===== src/rtl/core/substring_first_match_defines.svh =====
`ifndef SUBSTRING_FIRST_MATCH_DEFINES_SVH
`define SUBSTRING_FIRST_MATCH_DEFINES_SVH

// same-cycle check, sampled on clk, off while rst_n is low
`define SFM_ASSERT_IMPLY(label, cond, prop, msg) \
  label: assert property (@(posedge clk) disable iff (!rst_n) (cond) |-> (prop)) \
    else $error(msg);

// next-cycle check, sampled on clk, off while rst_n is low
`define SFM_ASSERT_NEXT(label, cond, prop, msg) \
  label: assert property (@(posedge clk) disable iff (!rst_n) (cond) |=> (prop)) \
    else $error(msg);

`endif


===== src/rtl/core/sfm_pkg.sv =====
`default_nettype none
package sfm_pkg;

  localparam int PATTERN_MAX = 64;
  localparam int TEXT_MAX    = 4096;
  localparam int BYTE_W      = 8;
  localparam int OFF_W       = 12;
  localparam int PLEN_W      = $clog2(PATTERN_MAX + 1);
  localparam int TCNT_W      = $clog2(TEXT_MAX + 1);
  localparam int CMP_W       = (TCNT_W > PLEN_W) ? TCNT_W : PLEN_W;
  localparam int WIDE_W      = CMP_W + OFF_W;
  localparam int QUEUE_DEPTH = 4;
  localparam int QPTR_W      = $clog2(QUEUE_DEPTH);
  localparam int QCNT_W      = $clog2(QUEUE_DEPTH + 1);

  localparam logic KIND_PATTERN = 1'b0;
  localparam logic KIND_TEXT    = 1'b1;

  typedef struct packed {
    logic              kind;
    logic [BYTE_W-1:0] data_byte;
    logic              last;
  } in_word_t;

  typedef struct packed {
    logic             found;
    logic [OFF_W-1:0] match_start;
  } out_word_t;

  typedef struct packed {
    logic              is_text;
    logic              restart;
    logic              store;
    logic              win;
    logic              check;
    logic              last;
    logic [BYTE_W-1:0] data_byte;
    logic [OFF_W-1:0]  offset;
  } cmd_t;

  typedef struct packed {
    logic valid;
    logic full;
  } q_stat_t;

  typedef struct packed {
    logic [PLEN_W-1:0] pat_len;
    logic [TCNT_W-1:0] text_cnt;
  } front_stat_t;

  typedef struct packed {
    logic              busy;
    logic [PLEN_W-1:0] pat_len;
  } back_stat_t;

endpackage
`default_nettype wire


===== src/rtl/core/sfm_front.sv =====
`default_nettype none
module sfm_front (
  input  wire logic                clk,
  input  wire logic                rst_n,
  input  wire logic                in_valid,
  output logic                     in_ready,
  input  wire sfm_pkg::in_word_t   in_data,
  input  wire sfm_pkg::q_stat_t    q_stat,
  output logic                     push,
  output sfm_pkg::cmd_t            cmd,
  output sfm_pkg::front_stat_t     f_stat
);

  logic                             pat_complete_r, pat_complete_nxt;
  logic [sfm_pkg::PLEN_W-1:0]       pat_len_r, pat_len_nxt, len_base;
  logic [sfm_pkg::TCNT_W-1:0]       text_cnt_r, text_cnt_nxt, cnt_new;
  logic [sfm_pkg::WIDE_W-1:0]       cnt_x, len_x, diff_x;
  logic                             accept, emit, room;

  assign in_ready = !q_stat.full;
  assign accept   = in_valid && in_ready;
  assign push     = accept && emit;

  always_comb begin
    len_base = pat_complete_r ? '0 : pat_len_r;
    room     = text_cnt_r < sfm_pkg::TCNT_W'(sfm_pkg::TEXT_MAX);
    cnt_new  = room ? sfm_pkg::TCNT_W'(text_cnt_r + 1'b1) : text_cnt_r;
    cnt_x    = sfm_pkg::WIDE_W'(cnt_new);
    len_x    = sfm_pkg::WIDE_W'(pat_len_r);
    diff_x   = sfm_pkg::WIDE_W'(cnt_x - len_x);

    pat_complete_nxt = pat_complete_r;
    pat_len_nxt      = pat_len_r;
    text_cnt_nxt     = text_cnt_r;

    cmd           = '0;
    cmd.data_byte = in_data.data_byte;
    cmd.last      = in_data.last;
    emit          = 1'b0;

    unique case (in_data.kind)
      sfm_pkg::KIND_PATTERN: begin
        emit        = 1'b1;
        cmd.is_text = 1'b0;
        cmd.restart = pat_complete_r;
        cmd.store   = len_base < sfm_pkg::PLEN_W'(sfm_pkg::PATTERN_MAX);
        if (accept) begin
          pat_len_nxt      = cmd.store ? sfm_pkg::PLEN_W'(len_base + 1'b1) : len_base;
          pat_complete_nxt = in_data.last;
          if (pat_complete_r) begin
            text_cnt_nxt = '0;
          end
        end
      end
      sfm_pkg::KIND_TEXT: begin
        emit        = pat_complete_r;
        cmd.is_text = 1'b1;
        cmd.win     = room;
        cmd.check   = room && (cnt_x >= len_x) && (pat_len_r != '0);
        cmd.offset  = diff_x[sfm_pkg::OFF_W-1:0];
        if (accept && pat_complete_r) begin
          text_cnt_nxt = in_data.last ? '0 : cnt_new;
        end
      end
    endcase
  end

  always_ff @(posedge clk) begin
    if (!rst_n) begin
      pat_complete_r <= 1'b0;
      pat_len_r      <= '0;
      text_cnt_r     <= '0;
    end else begin
      pat_complete_r <= pat_complete_nxt;
      pat_len_r      <= pat_len_nxt;
      text_cnt_r     <= text_cnt_nxt;
    end
  end

  assign f_stat.pat_len  = pat_len_r;
  assign f_stat.text_cnt = text_cnt_r;

endmodule
`default_nettype wire


===== src/rtl/core/sfm_queue.sv =====
`default_nettype none
module sfm_queue (
  input  wire logic             clk,
  input  wire logic             rst_n,
  input  wire logic             push,
  input  wire sfm_pkg::cmd_t    push_cmd,
  input  wire logic             pop,
  output sfm_pkg::cmd_t         head_cmd,
  output sfm_pkg::q_stat_t      q_stat
);

  sfm_pkg::cmd_t               mem_r [sfm_pkg::QUEUE_DEPTH];
  logic [sfm_pkg::QPTR_W-1:0]  wr_ptr_r, wr_ptr_nxt, rd_ptr_r, rd_ptr_nxt;
  logic [sfm_pkg::QCNT_W-1:0]  cnt_r, cnt_nxt;

  always_comb begin
    wr_ptr_nxt = wr_ptr_r;
    rd_ptr_nxt = rd_ptr_r;
    cnt_nxt    = cnt_r;
    if (push) begin
      wr_ptr_nxt = (wr_ptr_r == sfm_pkg::QPTR_W'(sfm_pkg::QUEUE_DEPTH - 1)) ? '0 :
                   sfm_pkg::QPTR_W'(wr_ptr_r + 1'b1);
    end
    if (pop) begin
      rd_ptr_nxt = (rd_ptr_r == sfm_pkg::QPTR_W'(sfm_pkg::QUEUE_DEPTH - 1)) ? '0 :
                   sfm_pkg::QPTR_W'(rd_ptr_r + 1'b1);
    end
    unique case ({push, pop})
      2'b10:   cnt_nxt = sfm_pkg::QCNT_W'(cnt_r + 1'b1);
      2'b01:   cnt_nxt = sfm_pkg::QCNT_W'(cnt_r - 1'b1);
      default: cnt_nxt = cnt_r;
    endcase
  end

  always_ff @(posedge clk) begin
    if (!rst_n) begin
      wr_ptr_r <= '0;
      rd_ptr_r <= '0;
      cnt_r    <= '0;
    end else begin
      wr_ptr_r <= wr_ptr_nxt;
      rd_ptr_r <= rd_ptr_nxt;
      cnt_r    <= cnt_nxt;
    end
  end

  always_ff @(posedge clk) begin
    if (push) begin
      mem_r[wr_ptr_r] <= push_cmd;
    end
  end

  assign head_cmd     = mem_r[rd_ptr_r];
  assign q_stat.valid = cnt_r != '0;
  assign q_stat.full  = cnt_r == sfm_pkg::QCNT_W'(sfm_pkg::QUEUE_DEPTH);

endmodule
`default_nettype wire


===== src/rtl/core/sfm_back.sv =====
`default_nettype none
module sfm_back (
  input  wire logic              clk,
  input  wire logic              rst_n,
  input  wire sfm_pkg::q_stat_t  q_stat,
  input  wire sfm_pkg::cmd_t     head_cmd,
  output logic                   pop,
  output logic                   out_valid,
  input  wire logic              out_ready,
  output sfm_pkg::out_word_t     out_data,
  output sfm_pkg::back_stat_t    b_stat
);

  logic [sfm_pkg::BYTE_W-1:0]      pat_sh_r [sfm_pkg::PATTERN_MAX];
  logic [sfm_pkg::BYTE_W-1:0]      win_r    [sfm_pkg::PATTERN_MAX];
  logic [sfm_pkg::BYTE_W-1:0]      win_nxt  [sfm_pkg::PATTERN_MAX];
  logic [sfm_pkg::PLEN_W-1:0]      pat_len_r, pat_len_nxt;
  logic [sfm_pkg::PATTERN_MAX-1:0] eq_nxt, s1_eq_r;

  logic                            s1_valid_r, s1_is_text_r, s1_restart_r;
  logic                            s1_check_r, s1_last_r;
  logic [sfm_pkg::OFF_W-1:0]       s1_offset_r;

  logic                            seen_r, seen_nxt, seen_now, hit;
  logic [sfm_pkg::OFF_W-1:0]       off_r, off_now;
  logic                            out_valid_r, out_valid_nxt;
  sfm_pkg::out_word_t              out_data_r;
  logic                            stall, advance, emit;

  assign stall   = s1_valid_r && s1_is_text_r && s1_last_r && out_valid_r && !out_ready;
  assign pop     = q_stat.valid && !stall;
  assign advance = s1_valid_r && !stall;
  assign emit    = advance && s1_is_text_r && s1_last_r;

  always_comb begin
    win_nxt[0] = head_cmd.data_byte;
    for (int k = 1; k < sfm_pkg::PATTERN_MAX; k++) begin
      win_nxt[k] = win_r[k-1];
    end
    for (int k = 0; k < sfm_pkg::PATTERN_MAX; k++) begin
      eq_nxt[k] = (win_nxt[k] == pat_sh_r[k]) ||
                  (sfm_pkg::PLEN_W'(k) >= pat_len_r);
    end
  end

  always_comb begin
    pat_len_nxt = pat_len_r;
    if (pop && !head_cmd.is_text) begin
      if (head_cmd.restart) begin
        pat_len_nxt = sfm_pkg::PLEN_W'(1);
      end else if (head_cmd.store) begin
        pat_len_nxt = sfm_pkg::PLEN_W'(pat_len_r + 1'b1);
      end
    end
  end

  always_ff @(posedge clk) begin
    if (pop && !head_cmd.is_text && head_cmd.store) begin
      pat_sh_r[0] <= head_cmd.data_byte;
      for (int k = 1; k < sfm_pkg::PATTERN_MAX; k++) begin
        pat_sh_r[k] <= pat_sh_r[k-1];
      end
    end
    if (pop && head_cmd.is_text && head_cmd.win) begin
      for (int k = 0; k < sfm_pkg::PATTERN_MAX; k++) begin
        win_r[k] <= win_nxt[k];
      end
    end
  end

  always_ff @(posedge clk) begin
    if (!stall) begin
      s1_is_text_r <= head_cmd.is_text;
      s1_restart_r <= head_cmd.restart;
      s1_check_r   <= head_cmd.check;
      s1_last_r    <= head_cmd.last;
      s1_offset_r  <= head_cmd.offset;
      s1_eq_r      <= eq_nxt;
    end
  end

  always_comb begin
    hit      = s1_check_r && !seen_r && (&s1_eq_r);
    seen_now = seen_r || hit;
    off_now  = hit ? s1_offset_r : off_r;
    seen_nxt = seen_r;
    if (advance) begin
      if (!s1_is_text_r) begin
        seen_nxt = s1_restart_r ? 1'b0 : seen_r;
      end else begin
        seen_nxt = s1_last_r ? 1'b0 : seen_now;
      end
    end
    out_valid_nxt = out_valid_r;
    if (emit) begin
      out_valid_nxt = 1'b1;
    end else if (out_ready) begin
      out_valid_nxt = 1'b0;
    end
  end

  always_ff @(posedge clk) begin
    if (!rst_n) begin
      s1_valid_r  <= 1'b0;
      pat_len_r   <= '0;
      seen_r      <= 1'b0;
      out_valid_r <= 1'b0;
    end else begin
      if (!stall) begin
        s1_valid_r <= q_stat.valid;
      end
      pat_len_r   <= pat_len_nxt;
      seen_r      <= seen_nxt;
      out_valid_r <= out_valid_nxt;
    end
  end

  always_ff @(posedge clk) begin
    if (advance && s1_is_text_r) begin
      off_r <= off_now;
    end
    if (emit) begin
      out_data_r.found       <= seen_now;
      out_data_r.match_start <= seen_now ? off_now : '0;
    end
  end

  assign out_valid      = out_valid_r;
  assign out_data       = out_data_r;
  assign b_stat.busy    = s1_valid_r;
  assign b_stat.pat_len = pat_len_r;

endmodule
`default_nettype wire


===== src/rtl/core/substring_first_match.sv =====
// Result path: last text byte, command queue, window-compare stage, result register.
// Throughput: one pattern or text byte per cycle; a held result word stalls only
// the window-compare stage, and the four-entry queue absorbs the rest until it fills.
// Reset: synchronous, active low; clears pattern length, text count and match state.
// The pattern store and text window are not cleared and are only read once written.
`default_nettype none
`include "substring_first_match_defines.svh"
module substring_first_match (
  input  wire logic                clk,
  input  wire logic                rst_n,
  input  wire logic                in_valid,
  output logic                     in_ready,
  input  wire sfm_pkg::in_word_t   in_data,
  output logic                     out_valid,
  input  wire logic                out_ready,
  output sfm_pkg::out_word_t       out_data
);

  sfm_pkg::q_stat_t      q_stat;
  sfm_pkg::cmd_t         push_cmd, head_cmd;
  sfm_pkg::front_stat_t  f_stat;
  sfm_pkg::back_stat_t   b_stat;
  logic                  push, pop;

  sfm_front u_front (
    .clk      (clk),
    .rst_n    (rst_n),
    .in_valid (in_valid),
    .in_ready (in_ready),
    .in_data  (in_data),
    .q_stat   (q_stat),
    .push     (push),
    .cmd      (push_cmd),
    .f_stat   (f_stat)
  );

  sfm_queue u_queue (
    .clk      (clk),
    .rst_n    (rst_n),
    .push     (push),
    .push_cmd (push_cmd),
    .pop      (pop),
    .head_cmd (head_cmd),
    .q_stat   (q_stat)
  );

  sfm_back u_back (
    .clk       (clk),
    .rst_n     (rst_n),
    .q_stat    (q_stat),
    .head_cmd  (head_cmd),
    .pop       (pop),
    .out_valid (out_valid),
    .out_ready (out_ready),
    .out_data  (out_data),
    .b_stat    (b_stat)
  );

  `SFM_ASSERT_IMPLY(a_len_sync, !q_stat.valid && !b_stat.busy, f_stat.pat_len == b_stat.pat_len, "front and back pattern length differ while drained")
  `SFM_ASSERT_IMPLY(a_nf_zero, out_valid && !out_data.found, out_data.match_start == '0, "match_start nonzero on a not-found result")
  `SFM_ASSERT_IMPLY(a_bounds, 1'b1, (f_stat.text_cnt <= sfm_pkg::TCNT_W'(sfm_pkg::TEXT_MAX)) && (f_stat.pat_len <= sfm_pkg::PLEN_W'(sfm_pkg::PATTERN_MAX)), "front counter out of range")
  `SFM_ASSERT_NEXT(a_cnt_clear, in_valid && in_ready && (in_data.kind == sfm_pkg::KIND_TEXT) && in_data.last, f_stat.text_cnt == '0, "text count not cleared after final text byte")

endmodule
`default_nettype wire


===== config.mk =====
export PLATFORM = sky130hd
export DESIGN_NAME = substring_first_match
export DESIGN_NICKNAME = d
export VERILOG_FILES = /design/src/rtl/core/sfm_pkg.sv /design/src/rtl/core/sfm_front.sv /design/src/rtl/core/sfm_queue.sv /design/src/rtl/core/sfm_back.sv /design/src/rtl/core/substring_first_match.sv
export VERILOG_INCLUDE_DIRS = /design/src /design/src/rtl/core
export SDC_FILE = /design/constraint.sdc
export NUM_CORES = 1
export LEC_CHECK = 0
export ABC_AREA = 1
export BUFFER_PORTS_ARGS = -buffer_cell sky130_fd_sc_hd__buf_2
export CORE_MARGIN = 2
export CORE_UTILIZATION = 55
export CTS_CLUSTER_SIZE = 30
export DETAILED_ROUTE_END_ITERATION = 7
export PLACE_DENSITY = 0.76
export SKIP_CTS_REPAIR_TIMING = 1
export SLEW_MARGIN = 5
export SYNTH_ARGS = -nofsm -noshare
export SYNTH_HDL_FRONTEND = slang
export SYNTH_HIERARCHICAL = 1
export SYNTH_SLANG_ARGS = --single-unit

===== constraint.sdc =====
create_clock -name clk -period 42.7 [get_ports clk]
set_clock_uncertainty 0.15 [all_clocks]
set_input_delay 2.135 -clock clk [delete_from_list [all_inputs] [get_ports clk]]
set_output_delay 2.135 -clock clk [all_outputs]
set_load 0.03 [all_outputs]

### Word-level counts from Yosys, hierarchy flattened

Memories as Yosys holds them, arrays and structs flattened. A register that Yosys moved wholly into a read port is not among the register bits.
Index checks and enable logic that the tools add are counted.

| word-level totals | value |
|---|---|
| register bits | 143 |
| memory bits (writable) | 1128 |
| output and inout bits | 15 |
| word-level logic and storage cells | 302 |
| memories kept | 3 |

| operators by class | value |
|---|---|
| add/subtract/negate cells | 8 |
| magnitude comparators | 67 |
| equality and inequality tests | 72 |
| multiplexer cells | 32 |
| bitwise logic cells | 1 |
| reduce and logical (&&, ||, !) cells | 100 |

Memory list:

| memory | words | bits a word | rd ports | clocked after Yosys merged registers in | wr ports | RTL line | text |
|---|---|---|---|---|---|---|---|
| u_back.pat_sh_r | 64 | 8 | 64 | 0 | 64 | sfm_back.sv:14 | `logic [sfm_pkg::BYTE_W-1:0] pat_sh_r [sfm_pkg::PATTERN_MAX];` |
| u_back.win_r | 64 | 8 | 63 | 0 | 64 | sfm_back.sv:15 | `logic [sfm_pkg::BYTE_W-1:0] win_r [sfm_pkg::PATTERN_MAX];` |
| u_queue.mem_r | 4 | 26 | 1 | 1 | 1 | sfm_queue.sv:12 | `sfm_pkg::cmd_t mem_r [sfm_pkg::QUEUE_DEPTH];` |

Operators by type and width:

| kind | count |
|---|---|
| equality test 8 bit | 64 |
| greater-or-equal comparator 6 x 7 -> 1 bit (first input constant) | 32 |
| greater-or-equal comparator 5 x 7 -> 1 bit (first input constant) | 16 |
| logical OR 1 bit | 65 |
| 2-to-1 mux 13 bit | 5 |
| AND reduction 64 bit | 1 |
| greater-or-equal comparator 4 x 7 -> 1 bit (first input constant) | 8 |
| greater-or-equal comparator 3 x 7 -> 1 bit (first input constant) | 4 |
| 2-to-1 mux 7 bit | 4 |
| case mux 13 bit (2 select lines) | 1 |
| 2-to-1 mux 12 bit | 2 |
| logical AND 1 bit | 19 |
| adder 7 x 1 -> 7 bit (second input constant) | 2 |
| greater-or-equal comparator 1 x 7 -> 1 bit (first input constant) | 2 |
| greater-or-equal comparator 2 x 7 -> 1 bit (first input constant) | 2 |
| adder 13 x 1 -> 13 bit (second input constant) | 1 |
| greater-or-equal comparator 13 x 7 -> 1 bit | 1 |
| < comparator 13 bit (second input constant) | 1 |
| 2-to-1 mux 2 bit | 6 |
| subtractor 12 x 7 -> 12 bit | 1 |
| 2-to-1 mux 1 bit | 11 |
| nonzero test 2 bit | 4 |
| < comparator 7 bit (second input constant) | 1 |
| nonzero test 7 bit | 1 |
| 14 further kinds | 26 |

### Depth between registers and ports, before layout

| depth | value |
|---|---|
| depth after elaboration | 10 |
| mapped depth | 18 |
| mapped depth without buffers | 17 |

### Cells and area by module

The synthesis kept the hierarchy.

Modules (own cells, without submodules):

| module | instances | cells each | area each (µm²) | seq. area each (µm²) |
|---|---|---|---|---|
| sfm_back | 1 | 2569 | 42213.0 | 33862.5 |
| sfm_queue | 1 | 311 | 4327.9 | 3303.2 |
| sfm_front | 1 | 284 | 1853.0 | 420.4 |

### Worst setup path before layout

OpenSTA, ideal clock, no wires.

| timing | value |
|---|---|
| path kind | input -> register |
| start | in out_ready |
| end | mem u_back/pat_sh_r[0][0] (netlist name) (enable) |
| library setup time | 1.400 ns |
| arrival time | 23.778 ns |
| slack | 17.372 ns |
| cell stages on the path | 6 |
| path buffers | 0 |
| path through | inv_1 -> nand2_1 -> nor2_1 -> nor2_2 -> nand2_1 -> nor2_1 |

RTL lines:

| what | RTL line | text |
|---|---|---|
| start: declaration | substring_first_match.sv:15 | `input wire logic out_ready,` |
| end: declaration | sfm_back.sv:14 |  |

==> metrics <==
# setup viols final=0; Worst Max-Slew Pin Slew=1.23 ns; Hold WS=0.278 ns; power share of the combinational group=16.6%; final setup TNS=0 ns; RSZ-0062 raised after global routing=false; total number of vias=24.7k; Worst setup EP type=flop; core area=0.0870 mm2; Core Util, Final=61.5%; routed vias/inst=5.43; Sequential Power Share=56.1%; outcome=completed; Clock Pin Slew Worst Setup and Hold Paths=0.06 ns; CP arrival=5.36 ns; final WL=87.7 mm; Crit path max-delay family=buffers and inverters; Port Buffers=28; crit-path cells=buf_2 > inv_1 > nand2_1 > nor2_1 > nor2_2 > and3_4 > buf_4 > buf_4; GR Overflow Total=0; most common cell after layout, fill and taps aside=edfxtp_1; largest net degree at the start of global routing=81; DR iter-0 viols=2453; Switching Fraction=28.6%; Synth Cell Area=0.0484 mm2; f_max=192 MHz; met3 routed WL=6.00 mm; Final Critical Period=5.22 ns; die area=0.0904 mm2; CP bufs+invs=4; Max-cap violations=0; antenna-violating nets left=0; Hold Path Class=reg -> reg; Final Hold Viols=0; Tcrit/Tclk final=12.2%; critical path's most frequent cell=buf_4; Pint=2.62 mW; Layout area overhead=10.7%; Clock Path Buffers=3; sw power=1.05 mW; critical path class=in -> reg; Pleak=17.8 nW; Ys Warns=6; Crit path largest cell delay=0.89 ns; First-pass DRT Iterations=5; Initial Util=55.6%; Detail Route met2 WL=44.1 mm; die height=301 um; vias in the first global route=24.4k; power per cell area=68.4 mW/mm2; Total GRT Usage=19.3%; WL/cell=19.3 um; cells after synthesis=3163; M1 WL=35.2 mm; critical path launch point type=input port; n_diodes=0; CTS tree=built; Worst slew margin=18.2%; fin nets=3323; layout cells sized above 1=11.2%; Sink Count=1265; root buf cell=clkbuf_16; DIE WIDTH=301 um; DR DRC count=0; gp weighted congestion=0.871; CTS buffer count=117; H-tree Lvls=3; CP Data Required Time=42.84 ns; Site Rows=108; slowest stage cell, crit path=buf_4; Top Layer Used=met5; Avg Synthesized Cell Area=15.3 um2; maximum VDD drop=0.0000423 V; # IOs=29; FILL cells=6234; syn_nets=3198; Slew Viols, Final=0; commonest non-fill, non-tap cells in the layout=edfxtp_1, nand2_1, xnor2_1; first-pass GRT wire length=134 mm; clk_lat worst skew=0.69 ns; initial antenna violation count=3; Detail Placement HPWL=56.8 mm; Clock power frac=27.3%; worst-path fanout max=79
## power groups by stage
stage               clock, mW  combinational, mW  sequential [mW]
floorplan                   0              0.446             2.26
global placement            0              0.595             2.06
detailed placement          0              0.611             2.08
CTS                      1.02              0.617             2.06
global route             1.06              0.677             2.09
finish                  0.999              0.608             2.06
## registers in the layout, indices dropped and copies added (netlist names), named ones only
signal                  flops
u_back/win_r              504
u_queue/cnt_r               3
u_back/s1_check_r           1
u_front/text_cnt_r         13
u_queue/wr_ptr_r            2
u_queue/mem_r             104
u_queue/rd_ptr_r            2
u_back/out_data            13
u_front/pat_complete_r      1
u_back/s1_eq_r             64
u_back/s1_restart_r         1
u_back/s1_is_text_r         1
u_back/out_valid            1
u_back/s1_last_r            1
u_front/pat_len_r           7
u_back/s1_valid_r           1
u_back/seen_r               1
u_back/pat_sh_r           512
u_back/off_r               12
u_back/pat_len_r            7
u_back/s1_offset_r         12
## metrics by stage
stage / std cells / power [mW] / instance area (um2) / worst slack [ns]
finish: 4543 / 3.66 / 53600 / 37.48
global route: 4543 / 3.83 / 53600 / 37.22
CTS: 4543 / 3.69 / 53600 / 37.50
global placement: 4324 / 2.65 / 49800 / 36.85
floorplan: 3163 / 2.71 / 48400 / 17.37
detailed placement: 4324 / 2.69 / 49800 / 36.80
## routing by layer
metal  vias up  global-route usage, %
li1      11600                      -
met1     12200                   24.9
met2       725                   33.1
met3       168                   4.15
met4         6                   6.04
met5         -                      0
## worst paths after layout
kind                                          start                   end  slack, ns  depth (start not counted)
worst max-delay path                      out_ready  u_back/win_r[1][102]      37.48                          8
worst min-delay path            u_back/win_r[0][34]   u_back/win_r[0][42]       0.28                          0
worst max register to register                 flop  u_back/win_r[1][102]      37.95                          7
worst min register to register  u_back/win_r[0][34]   u_back/win_r[0][42]       0.28                          0
## cell type report
cell class | instances | area [um2] | share of cell area [%]
timing repair buffer | 46 | 275 | 0.514
inverter | 287 | 1080 | 2.03
clock inverter | 74 | 631 | 1.18
tap | 1155 | 1450 | 2.70
multi-input combinational | 1571 | 9460 | 17.7
sequential | 1265 | 37600 | 70.2
clock buffer | 145 | 3080 | 5.74
Power figures use the tool's default switching activity.
